[src/rtl/bicycle_trajectory_projector_top_defines.svh]
// Assertion macros for the bicycle trajectory projector RTL.
// Included by modules that carry concurrent checks; no other dependencies.
`ifndef BICYCLE_TRAJECTORY_PROJECTOR_TOP_DEFINES_SVH
`define BICYCLE_TRAJECTORY_PROJECTOR_TOP_DEFINES_SVH
`ifndef SYNTHESIS
`define BTP_ASSERT_NOW(lbl, ante, cons, msg) \
    lbl: assert property (@(posedge aclk) disable iff (!aresetn) (ante) |-> (cons)) \
        else $error(msg);
`define BTP_ASSERT_NEXT(lbl, ante, cons, msg) \
    lbl: assert property (@(posedge aclk) disable iff (!aresetn) (ante) |=> (cons)) \
        else $error(msg);
`else
`define BTP_ASSERT_NOW(lbl, ante, cons, msg)
`define BTP_ASSERT_NEXT(lbl, ante, cons, msg)
`endif
`endif

[src/rtl/btp_pkg.sv]
// Shared types, constants and tables for the bicycle trajectory projector.
// No dependencies.
`timescale 1ns / 1ps
package btp_pkg;
    localparam int MAX_STEPS_DEF   = 63;
    localparam int CORDIC_ITER_DEF = 16;

    localparam logic [29:0] CORDIC_GAIN   = 30'd652032874;
    localparam logic [30:0] INV_TWO_PI    = 31'd683565276;
    localparam logic signed [15:0] STEER_LIMIT = 16'sd15000;

    localparam logic [15:0] WHEELBASE_RST  = 16'd84;
    localparam logic [15:0] STEP_TIME_RST  = 16'd6554;
    localparam logic [5:0]  STEP_COUNT_RST = 6'd10;

    localparam logic [1:0] REG_WHEELBASE  = 2'd0;
    localparam logic [1:0] REG_STEP_TIME  = 2'd1;
    localparam logic [1:0] REG_STEP_COUNT = 2'd2;

    localparam int CW = 34;

    typedef enum logic [3:0] {
        ST_IDLE, ST_EMIT, ST_SC_GO, ST_SC_WAIT, ST_MUL_A, ST_MUL_B, ST_DIV_GO,
        ST_DIV_WAIT, ST_MUL_C, ST_HSTEP, ST_PC_GO, ST_PC_WAIT, ST_PMUL_A,
        ST_PMUL_B, ST_UPDATE
    } state_t;

    typedef struct packed {
        logic load;
        logic emit;
        logic cordic_steer;
        logic cordic_head;
        logic mul_a;
        logic mul_b;
        logic div_start;
        logic mul_c;
        logic hstep;
        logic pmul_a;
        logic pmul_b;
        logic update;
    } cmd_t;

    typedef struct packed {
        logic out_free;
        logic is_last;
        logic at_start;
        logic cordic_done;
        logic div_done;
    } status_t;

    function automatic logic [29:0] atan_entry(input logic [4:0] i);
        logic [29:0] r;
        case (i)
            5'd0:  r = 30'd536870912;
            5'd1:  r = 30'd316933406;
            5'd2:  r = 30'd167458907;
            5'd3:  r = 30'd85004756;
            5'd4:  r = 30'd42667331;
            5'd5:  r = 30'd21354465;
            5'd6:  r = 30'd10679838;
            5'd7:  r = 30'd5340245;
            5'd8:  r = 30'd2670163;
            5'd9:  r = 30'd1335087;
            5'd10: r = 30'd667544;
            5'd11: r = 30'd333772;
            5'd12: r = 30'd166886;
            5'd13: r = 30'd83443;
            5'd14: r = 30'd41722;
            5'd15: r = 30'd20861;
            5'd16: r = 30'd10430;
            5'd17: r = 30'd5215;
            5'd18: r = 30'd2608;
            5'd19: r = 30'd1304;
            5'd20: r = 30'd652;
            5'd21: r = 30'd326;
            5'd22: r = 30'd163;
            5'd23: r = 30'd81;
            default: r = 30'd0;
        endcase
        return r;
    endfunction
endpackage

[src/rtl/btp_ctrl.sv]
// Controller state machine sequencing setup, steering math and Euler steps.
// Depends on btp_pkg and the assertion macro header.
`timescale 1ns / 1ps
`include "bicycle_trajectory_projector_top_defines.svh"
module btp_ctrl (
    input  logic             aclk,
    input  logic             aresetn,
    input  logic             s_tvalid,
    output logic             s_tready,
    input  btp_pkg::status_t st,
    output btp_pkg::cmd_t    cmd
);
    btp_pkg::state_t state_reg, state_next;

    always_ff @(posedge aclk) begin
        if (!aresetn)
            state_reg <= btp_pkg::ST_IDLE;
        else
            state_reg <= state_next;
    end

    always_comb begin
        state_next = state_reg;
        case (state_reg)
            btp_pkg::ST_IDLE:     if (s_tvalid) state_next = btp_pkg::ST_EMIT;
            btp_pkg::ST_EMIT: begin
                if (st.out_free) begin
                    if (st.is_last)
                        state_next = btp_pkg::ST_IDLE;
                    else if (st.at_start)
                        state_next = btp_pkg::ST_SC_GO;
                    else
                        state_next = btp_pkg::ST_PC_GO;
                end
            end
            btp_pkg::ST_SC_GO:    state_next = btp_pkg::ST_SC_WAIT;
            btp_pkg::ST_SC_WAIT:  if (st.cordic_done) state_next = btp_pkg::ST_MUL_A;
            btp_pkg::ST_MUL_A:    state_next = btp_pkg::ST_MUL_B;
            btp_pkg::ST_MUL_B:    state_next = btp_pkg::ST_DIV_GO;
            btp_pkg::ST_DIV_GO:   state_next = btp_pkg::ST_DIV_WAIT;
            btp_pkg::ST_DIV_WAIT: if (st.div_done) state_next = btp_pkg::ST_MUL_C;
            btp_pkg::ST_MUL_C:    state_next = btp_pkg::ST_HSTEP;
            btp_pkg::ST_HSTEP:    state_next = btp_pkg::ST_PC_GO;
            btp_pkg::ST_PC_GO:    state_next = btp_pkg::ST_PC_WAIT;
            btp_pkg::ST_PC_WAIT:  if (st.cordic_done) state_next = btp_pkg::ST_PMUL_A;
            btp_pkg::ST_PMUL_A:   state_next = btp_pkg::ST_PMUL_B;
            btp_pkg::ST_PMUL_B:   state_next = btp_pkg::ST_UPDATE;
            btp_pkg::ST_UPDATE:   state_next = btp_pkg::ST_EMIT;
            default:              state_next = btp_pkg::ST_IDLE;
        endcase
    end

    always_comb begin
        cmd      = '0;
        s_tready = 1'b0;
        case (state_reg)
            btp_pkg::ST_IDLE: begin
                s_tready = 1'b1;
                cmd.load = s_tvalid;
            end
            btp_pkg::ST_EMIT:    cmd.emit = st.out_free;
            btp_pkg::ST_SC_GO:   cmd.cordic_steer = 1'b1;
            btp_pkg::ST_MUL_A:   cmd.mul_a = 1'b1;
            btp_pkg::ST_MUL_B:   cmd.mul_b = 1'b1;
            btp_pkg::ST_DIV_GO:  cmd.div_start = 1'b1;
            btp_pkg::ST_MUL_C:   cmd.mul_c = 1'b1;
            btp_pkg::ST_HSTEP:   cmd.hstep = 1'b1;
            btp_pkg::ST_PC_GO:   cmd.cordic_head = 1'b1;
            btp_pkg::ST_PMUL_A:  cmd.pmul_a = 1'b1;
            btp_pkg::ST_PMUL_B:  cmd.pmul_b = 1'b1;
            btp_pkg::ST_UPDATE:  cmd.update = 1'b1;
            default: ;
        endcase
    end

    `BTP_ASSERT_NOW(a_emit_free, cmd.emit, st.out_free, "item emitted over a pending result")
    `BTP_ASSERT_NOW(a_div_done_wait, st.div_done, state_reg == btp_pkg::ST_DIV_WAIT,
                    "divider finished outside its wait state")
    `BTP_ASSERT_NEXT(a_load_emit, cmd.load, state_reg == btp_pkg::ST_EMIT,
                     "accepted item did not go to emit start point")
endmodule
[config.mk]
export PLATFORM = sky130hd
export DESIGN_NAME = btp_ctrl
export DESIGN_NICKNAME = d
export VERILOG_FILES = /design/src/rtl/btp_pkg.sv /design/src/rtl/btp_ctrl.sv
export VERILOG_INCLUDE_DIRS = /design/src /design/src/rtl
export SDC_FILE = /design/constraint.sdc
export NUM_CORES = 1
export LEC_CHECK = 0
export BUFFER_PORTS_ARGS = -buffer_cell sky130_fd_sc_hd__buf_2
export CAP_MARGIN = 0
export CORE_AREA = 10 10 47 49
export DETAILED_ROUTE_END_ITERATION = 12
export DIE_AREA = 0 0 57 59
export PLACE_DENSITY_LB_ADDON = 0.15
export SLEW_MARGIN = 10
export SYNTH_ARGS = -nofsm -noshare
export SYNTH_HDL_FRONTEND = slang
export SYNTH_SLANG_ARGS = --single-unit
export TNS_END_PERCENT = 100
[constraint.sdc]
create_clock -name aclk -period 4 [get_ports aclk]
set_clock_uncertainty 0.05 [all_clocks]
set_input_delay 0.2 -clock aclk [delete_from_list [all_inputs] [get_ports aclk]]
set_output_delay 0.2 -clock aclk [all_outputs]
set_load 0.05 [all_outputs]
==> results of run 1 <==
[metal layers]
layer / track usage, % / share of wire [%] / wire (um) / vias to the layer above
li1: - / - / - / 240
met1: 7.610 / 46 / 507 / 202
met5: 0 / 0 / 0 / -
met2: 10.08 / 47 / 515 / 17
met3: 3.004 / 7.4 / 82 / 0
met4: 3.020 / 0 / 0 / 0
[worst paths after layout]
check                    start           end  slack [ns]  cells past startpoint
setup / recovery  state_reg[2]       cmd[11]        2.13                      4
hold / removal         aresetn  state_reg[0]        0.20                      3
setup reg to reg  state_reg[2]  state_reg[1]        2.48                      4
hold reg to reg   state_reg[1]  state_reg[2]        0.55                      2
[worst max-delay path, stage by stage (launching register included)]
cell     delay, ns
dfxtp_1       0.41
or2_1         0.37
nor3_1        0.20
and2_1        0.15
buf_2         0.26
[layout make-up]
cell class	instances	area, um2	share of cell area (%)
inverter	2	7.507	1.456
timing repair buffer	20	100.1	19.42
clock buffer	3	22.52	4.369
multi-input combinational	46	285.3	55.34
sequential	4	80.08	15.53
tap	16	20.02	3.883
[synth_stat cells]
library cell | count | area share, %
nor2_1 | 11 | 10
nand2_1 | 5 | 4.5
a21oi_1 | 4 | 4.8
dfxtp_1 | 4 | 19
nor3_1 | 4 | 4.8
a21o_1 | 2 | 3.6
buf_2 | 2 | 2.4
buf_6 | 2 | 5.5
inv_1 | 2 | 1.8
nor4_1 | 2 | 3.0
a211oi_1 | 1 | 1.8
a21oi_2 | 1 | 2.1
a22o_1 | 1 | 2.1
and2_1 | 1 | 1.5
and3_1 | 1 | 1.5
buf_4 | 1 | 1.8
mux2i_1 | 1 | 2.4
nand2b_1 | 1 | 1.5
nand3_1 | 1 | 1.2
nand4b_1 | 1 | 2.1
nor2b_1 | 1 | 1.5
nor3b_1 | 1 | 1.8
o211a_1 | 1 | 2.4
o21ai_0 | 1 | 1.2
o31ai_1 | 1 | 1.8
o31ai_2 | 1 | 3.0
o41ai_4 | 1 | 6.7
or2_1 | 1 | 1.5
or2b_1 | 1 | 1.8
[power by group through the flow]
stage | Clock [mW] | Combinational [mW] | Sequential [mW]
after floorplan | 0 | 0.0459 | 0.0460
after global placement | 0 | 0.0499 | 0.0515
after detailed placement | 0 | 0.0498 | 0.0519
after CTS | 0.0495 | 0.0501 | 0.0510
after global routing | 0.0522 | 0.0532 | 0.0522
final | 0.0472 | 0.0494 | 0.0510
[metrics by stage]
stage / hold slack, ns / total power, mW / util (%) / worst slack [ns]
6_report: 0.1997 / 0.1475 / 36.79 / 2.129
4_1_cts: 0.1973 / 0.1506 / 36.79 / 2.103
2_1_floorplan: 0.2725 / 0.09188 / - / 1.331
3_5_place_dp: 0.4334 / 0.1017 / 35.18 / 2.365
3_3_place_gp: 0.4341 / 0.1014 / 35.18 / 2.354
5_1_grt: 0.1993 / 0.1576 / 36.79 / 1.988
[layout by cell type, fill, tap and decap left out, drive strengths merged]
master and count:
o41ai 1, or2 1, dfxtp 4, o31ai 2, nand3 1, a21o 2
a211oi 1, nor2 11, and3 1, nand2b 1, nand4b 1, a22o 1
inv 2, o21ai 1, nor2b 1, or2b 1, nor4 2, and2 1
nor3 4, nand2 5, nor3b 1, buf 20, o211a 1, mux2i 1
clkbuf 3, a21oi 5
[logic make-up (layout without fill, tap and decap cells)]
family | count (synthesis) | in the layout
multiplexers | 1 | 1
buffers and inverters | 7 | 25
AO/OA/AOI/OAI | 14 | 14
flip-flops | 4 | 4
AND/OR/NAND/NOR | 31 | 31
==> results.json, run 1 <==
{
  "synth_top_family_by_area": "simple AND/OR/NAND/NOR gates",
  "ios": 21,
  "wl_per_cell_um": 12.14,
  "p_sw_mw": 0.05496,
  "cts_made_buffers": 3,
  "crit_required_ns": 3.75,
  "power_frac_comb_pct": 33.5,
  "post_cts_resized": 0,
  "tns_ns": 0,
  "fin_crit_sh_pct": 46.78,
  "clkPwrFrac_pct": 32.0,
  "p_per_area_mw_per_mm2": 286.2,
  "drt_iter0_markers": 6,
  "p_leak_nw": 0.2747,
  "fp.dieArea_mm2": 0.003363,
  "wl_um": 1105,
  "synth_xor_area_share_pct": 0,
  "core_mm2": 0.001401,
  "worst-path-max-fanout": 13,
  "swShare_pct": 37.25,
  "critical_path_class": "reg2out",
  "syn2layout_area_growth_pct": 24.85,
  "vias": 459,
  "crit_path_start_kind": "flop",
  "hpwl_um": 909,
  "end_kind": "output pin",
  "synth-seq-area-share_pct": 19.39,
  "finalHoldViolCount": 0,
  "setup_violations": 0,
  "syn-num-nets": 65,
  "pwr-share-seq_pct": 34.6,
  "first_pass_iters": 4,
  "synthSimpleGateAreaFrac_pct": 36.97,
  "max-slew-margin-rel_pct": 61.34,
  "port_buffers": 20,
  "instances_no_fill": 91,
  "ctsLongestPathBuffers": 2,
  "synth_compound_area_share_pct": 29.70,
  "routabilityCongestion": 0.6702,
  "tightest_slew_ns": 0.5791,
  "power.internal_mw": 0.09256,
  "synth.distinct_cells": 29,
  "grt_pass1_vias": 426,
  "largest_register_ffs": 4,
  "grt_pass1_wl_um": 1842,
  "finalMaxSlewViolations": 0,
  "die_x_um": 57,
  "avgSynthCellArea_um2": 7.244,
  "fill_cells": 169,
  "min_period_ns": 1.871,
  "row_count": 14,
  "die_y_um": 59,
  "post_synth_mux_area_share_pct": 2.424,
  "holdBufCountCts": 0,
  "drc_errors": 0,
  "synth_fa_ha_area_share_pct": 0,
  "cts_tree": "done",
  "antenna_found_initial": 0,
  "yosysWarningCount": 0,
  "via_per_inst": 5.044,
  "grt_setup_unrepaired": "no",
  "cts_setup_buffers": 0,
  "grt_max_degree": 17,
  "clkSinkCount": 4,
  "grt_overflow_total": 0,
  "track_usage_pct": 6.572,
  "antenna_cells": 0,
  "peakVddDrop_uv": 182.1,
  "fmax_mhz": 534.5,
  "syn_area_um2": 412.9,
  "status": "completed",
  "cts_root_buf": "clkbuf_4",
  "antenna_left": 0,
  "holdCritPathClass": "in2reg",
  "placed_cell_area_um2": 493.0,
  "dp_cells": 88,
  "clk_pin_slew_ns": 0.04,
  "start_util_pct": 29.46,
  "arrival_ns": 1.62,
  "nets": 85,
  "clk_latency_ns": 0.23,
  "h-tree-depth": 1,
  "drv_cap": 0,
  "synth_seq_cells": 4,
  "syn-instance-count": 57,
  "fin_area_um2": 515.5,
  "drive_gt1_share_pct": 34.67
}
Note: power is estimated with default switching activity, not from simulation.
==> run 2, diff against run 1 <==
==> constraint.sdc (replaced) <==
create_clock -name aclk -period 1.8 [get_ports aclk]
set_clock_uncertainty 0.05 [all_clocks]
set_input_delay 0.09 -clock aclk [delete_from_list [all_inputs] [get_ports aclk]]
set_output_delay 0.09 -clock aclk [all_outputs]
set_load 0.05 [all_outputs]
==> results.json, run 2 (same netlist as run 1, synthesis figures left out) <==
{
  "status": "completed",
  "drc_errors": 0,
  "r2r-start": "state_reg[2]",
  "nets": 87,
  "grt_overflow_total": 0,
  "power.internal_mw": 0.2170,
  "ctsLongestPathBuffers": 2,
  "crit_required_ns": 1.66,
  "layout_common_cells": "20 x buf_2, 11 x nor2_1, 5 x nand2_1",
  "drt_iter0_markers": 16,
  "fp.dieArea_mm2": 0.003363,
  "clkPwrFrac_pct": 30.8,
  "fin_hold_ws_ns": 0.08235,
  "p_leak_nw": 0.2923,
  "drv_cap": 0,
  "cts_root_buf": "clkbuf_4",
  "cts_made_buffers": 3,
  "grt_pass1_vias": 410,
  "min_period_ns": 1.611,
  "ff_latch_area_um2": 81.33,
  "cts_tree": "done",
  "clkSinkCount": 4,
  "r2r-end": "state_reg[1]",
  "path_delay_family": "simple AND/OR/NAND/NOR gates",
  "grt_max_degree": 17,
  "worst-path-max-fanout": 13,
  "first_pass_iters": 4,
  "wl_per_cell_um": 13.02,
  "power_frac_comb_pct": 37.4,
  "grt_setup_unrepaired": "no",
  "rr_worst_depth": 4,
  "final_common_cell": "buf_2",
  "slowest_delay_ns": 0.40,
  "p_per_area_mw_per_mm2": 630.2,
  "ios": 21,
  "crit_chain": "or2_4, nor3_4, and2_1, buf_2",
  "syn2layout_area_growth_pct": 33.33,
  "fin_crit_sh_pct": 89.53,
  "placed_cell_area_um2": 524.3,
  "crit_path_start_kind": "flop",
  "end_kind": "output pin",
  "arrival_ns": 1.47,
  "grt_pass1_wl_um": 1987,
  "max-slew-margin-rel_pct": 75.23,
  "p_sw_mw": 0.1300,
  "finalHoldViolCount": 0,
  "wl_um": 1211,
  "cp_num_buf_inv": 1,
  "finalMaxSlewViolations": 0,
  "fmax_mhz": 620.6,
  "antenna_left": 0,
  "pwr-share-seq_pct": 31.8,
  "start_util_pct": 29.46,
  "die_y_um": 59,
  "hpwl_um": 949.5,
  "antenna_found_initial": 0,
  "min-delay-start": "aresetn",
  "routabilityCongestion": 0.7460,
  "rrSetupSlack_ns": 0.35,
  "post_cts_resized": 0,
  "track_usage_pct": 7.248,
  "fin_area_um2": 550.5,
  "drive_gt1_share_pct": 41.56,
  "setup_violations": 0,
  "critical_path_class": "reg2out",
  "antenna_cells": 0,
  "swShare_pct": 37.46,
  "cts_setup_buffers": 0,
  "core_mm2": 0.001401,
  "fill_cells": 170,
  "vias": 451,
  "die_x_um": 57,
  "tightest_slew_ns": 0.3715,
  "clk_latency_ns": 0.23,
  "via_per_inst": 4.849,
  "port_buffers": 20,
  "multiInputGateArea_um2": 304.0,
  "clk_pin_slew_ns": 0.04,
  "h-tree-depth": 1,
  "cp_slowest_cell": "dfxtp_1",
  "holdBufCountCts": 0,
  "min_to": "state_reg[0]",
  "peakVddDrop_uv": 307.7,
  "tns_ns": 0,
  "largest_register_ffs": 4,
  "p_total_mw": 0.3469,
  "row_count": 14,
  "holdCritPathClass": "in2reg",
  "hold_depth": 3
}
-- run 2: changes by cell type in the layout (fill, tap and decap cells not counted) --
| cell | previous run | this run |
|---|---|---|
| nor3_2 | 0 | 1 |
| nor3_4 | 0 | 1 |
| nor3_1 | 4 | 2 |
| or2_4 | 0 | 1 |
| or2_1 | 1 | 0 |
| dfxtp_1 | 4 | 3 |
| dfxtp_2 | 0 | 1 |
| buf_4 | 0 | 2 |
-- run 2: power groups by stage --
stage          Combinational (mW)  Sequential, mW  Clock (mW)
6_report                    0.130           0.110       0.107
3_3_place_gp                0.129           0.112           0
2_1_floorplan               0.108           0.104           0
4_1_cts                     0.130           0.110       0.113
3_5_place_dp                0.129           0.112           0
5_1_grt                     0.140           0.113       0.124
-- run 2: how the worst max path moves through the flow --
stage                             from           end  slack (ns)  depth (start not counted)
final                     state_reg[2]       cmd[11]        0.19                          4
after global routing      state_reg[2]       cmd[11]        0.06                          4
after detailed placement  state_reg[2]  state_reg[1]        0.24                          4
after CTS                 state_reg[3]        cmd[0]        0.04                          3
after floorplan           state_reg[1]       cmd[11]       -0.05                          5
after global placement    state_reg[2]  state_reg[1]        0.25                          4
-- run 2: layout make-up --
| class | instances | area share [%] |
|---|---|---|
| flip-flops and latches | 4 | 14.77 |
| well taps | 16 | 3.636 |
| multi-input cells | 46 | 55.23 |
| clock buffers | 3 | 4.091 |
| inverters | 2 | 1.364 |
| repair buffers | 22 | 20.91 |
-- run 2: worst register-to-register path, stage by stage, from the launching register on --
cell and delay (ns):
dfxtp_1 0.40, or2_4 0.33, o41ai_4 0.26, a21oi_2 0.07
a22o_1 0.22
-- run 2: metrics by stage --
| step | worst slack, ns | utilization, % | cells |
|---|---|---|---|
| 2_1_floorplan | -0.04795 | - | 57 |
| 3_3_place_gp | 0.2483 | 37.41 | 90 |
| 3_5_place_dp | 0.2408 | 37.41 | 90 |
| 4_1_cts | 0.03851 | 39.02 | 93 |
| 5_1_grt | 0.05796 | 39.29 | 93 |
| 6_report | 0.1885 | 39.29 | 93 |
-- run 2: per-layer routing --
layer	part of all wire, %	up-vias	track usage, %
met3	10	0	4.292
met2	43	16	9.767
met5	0	-	0
li1	-	241	-
met1	47	194	8.654
met4	0	0	4.027
==> run 3, diff against run 2 <==
==> constraint.sdc (replaced) <==
create_clock -name aclk -period 1.8 [get_ports aclk]
set_clock_uncertainty 0.05 [all_clocks]
set_input_delay 0.09 -clock aclk [delete_from_list [all_inputs] [get_ports aclk]]
set_output_delay 0.09 -clock aclk [all_outputs]
set_load 0.005 [all_outputs]
==> results.json, run 3 (same netlist as run 1, synthesis figures left out) <==
{
  "status": "completed",
  "antenna_cells": 0,
  "cts_tree": "done",
  "grt_overflow_total": 0,
  "max-slew-margin-rel_pct": 62.29,
  "nets": 86,
  "final_common_cell": "buf_2",
  "h-tree-depth": 1,
  "tns_ns": 0,
  "p_per_area_mw_per_mm2": 569.3,
  "drt_iter0_markers": 3,
  "min-delay-start": "aresetn",
  "post_cts_resized": 0,
  "syn2layout_area_growth_pct": 26.67,
  "layout_common_cells": "20 x buf_2, 11 x nor2_1, 5 x nand2_1",
  "drv_cap": 0,
  "fmax_mhz": 614.8,
  "antenna_left": 0,
  "arrival_ns": 1.49,
  "holdCritPathClass": "in2reg",
  "grt_pass1_vias": 470,
  "die_y_um": 59,
  "fin_area_um2": 523.0,
  "finalHoldViolCount": 0,
  "routabilityCongestion": 0.7426,
  "ios": 21,
  "drc_errors": 0,
  "ctsLongestPathBuffers": 2,
  "core_mm2": 0.001401,
  "cts_made_buffers": 3,
  "holdBufCountCts": 0,
  "instances_no_fill": 92,
  "end_kind": "output pin",
  "clkSinkCount": 4,
  "crit_path_start_kind": "flop",
  "largest_register_ffs": 4,
  "startpoint": "state_reg[2]",
  "clk_pin_slew_ns": 0.04,
  "start_util_pct": 29.46,
  "antenna_found_initial": 0,
  "die_x_um": 57,
  "clk_latency_ns": 0.23,
  "crit_required_ns": 1.66,
  "p_leak_nw": 0.2798,
  "hpwl_um": 927.6,
  "grt_max_degree": 17,
  "wl_per_cell_um": 12.39,
  "finalMaxSlewViolations": 0,
  "port_buffers": 20,
  "grt_pass1_wl_um": 1994,
  "first_pass_iters": 4,
  "grt_setup_unrepaired": "no",
  "wl_um": 1140,
  "row_count": 14,
  "peakVddDrop_uv": 273.9,
  "fill_cells": 163,
  "placed_cell_area_um2": 500.5,
  "vias": 474,
  "fp.dieArea_mm2": 0.003363,
  "cts_root_buf": "clkbuf_4",
  "drive_gt1_share_pct": 35.53,
  "min_period_ns": 1.627,
  "r2r-start": "state_reg[2]",
  "cts_setup_buffers": 0,
  "fin_crit_sh_pct": 90.37,
  "track_usage_pct": 6.961,
  "setup_violations": 0,
  "dp_cells": 89,
  "worst-path-max-fanout": 13,
  "tightest_slew_ns": 0.5648,
  "via_per_inst": 5.152,
  "critical_path_class": "reg2out"
}
## run 3: final timing paths
path | slack (ns) | endpoint | cells past startpoint
setup / recovery | 0.17 | cmd[11] | 4
setup reg to reg | 0.30 | state_reg[1] | 4
hold / removal | 0.08 | state_reg[0] | 3
hold reg to reg | 0.56 | state_reg[2] | 2
## run 3: power breakdown
part,leakage [nW],total (mW),switching (mW),internal [mW]
clock,0.0138,0.109,0.0343,0.0744
sequential,0.0326,0.112,0.0174,0.0943
combinational,0.233,0.0773,0.0376,0.0397
## run 3: per-stage QoR
| stage | power [mW] | setup slack (ns) | utilization (%) | hold slack, ns |
|---|---|---|---|---|
| after floorplan | 0.1665 | 0.3875 | - | 0.1625 |
| after global placement | 0.1926 | 0.2751 | 35.71 | 0.3237 |
| after detailed placement | 0.1919 | 0.2989 | 35.71 | 0.3282 |
| after CTS | 0.3055 | 0.1526 | 37.32 | 0.07887 |
| after global routing | 0.3226 | 0.003863 | 37.32 | 0.08595 |
| final | 0.2977 | 0.1734 | 37.32 | 0.08473 |
## run 3: final cells by class
| class | instances | area, um2 | area share (%) |
|---|---|---|---|
| timing repair buffer | 21 | 107.6 | 20.57 |
| sequential | 4 | 80.08 | 15.31 |
| multi-input combinational | 46 | 285.3 | 54.55 |
| inverter | 2 | 7.507 | 1.435 |
| tap | 16 | 20.02 | 3.828 |
| clock buffer | 3 | 22.52 | 4.306 |
## run 3: worst max-delay path: stages, from the launching register on
cell and delay, ns:
dfxtp_1 0.52, or2_1 0.34, nor3_1 0.10, and2_1 0.18, buf_2 0.12
## run 3: layer usage
layer	share of wire (%)	track usage (%)	wire length [um]
met2	48	11.32	547
met4	0	3.020	0
met5	0	0	0
met3	3.9	1.931	44
met1	48	8.323	549
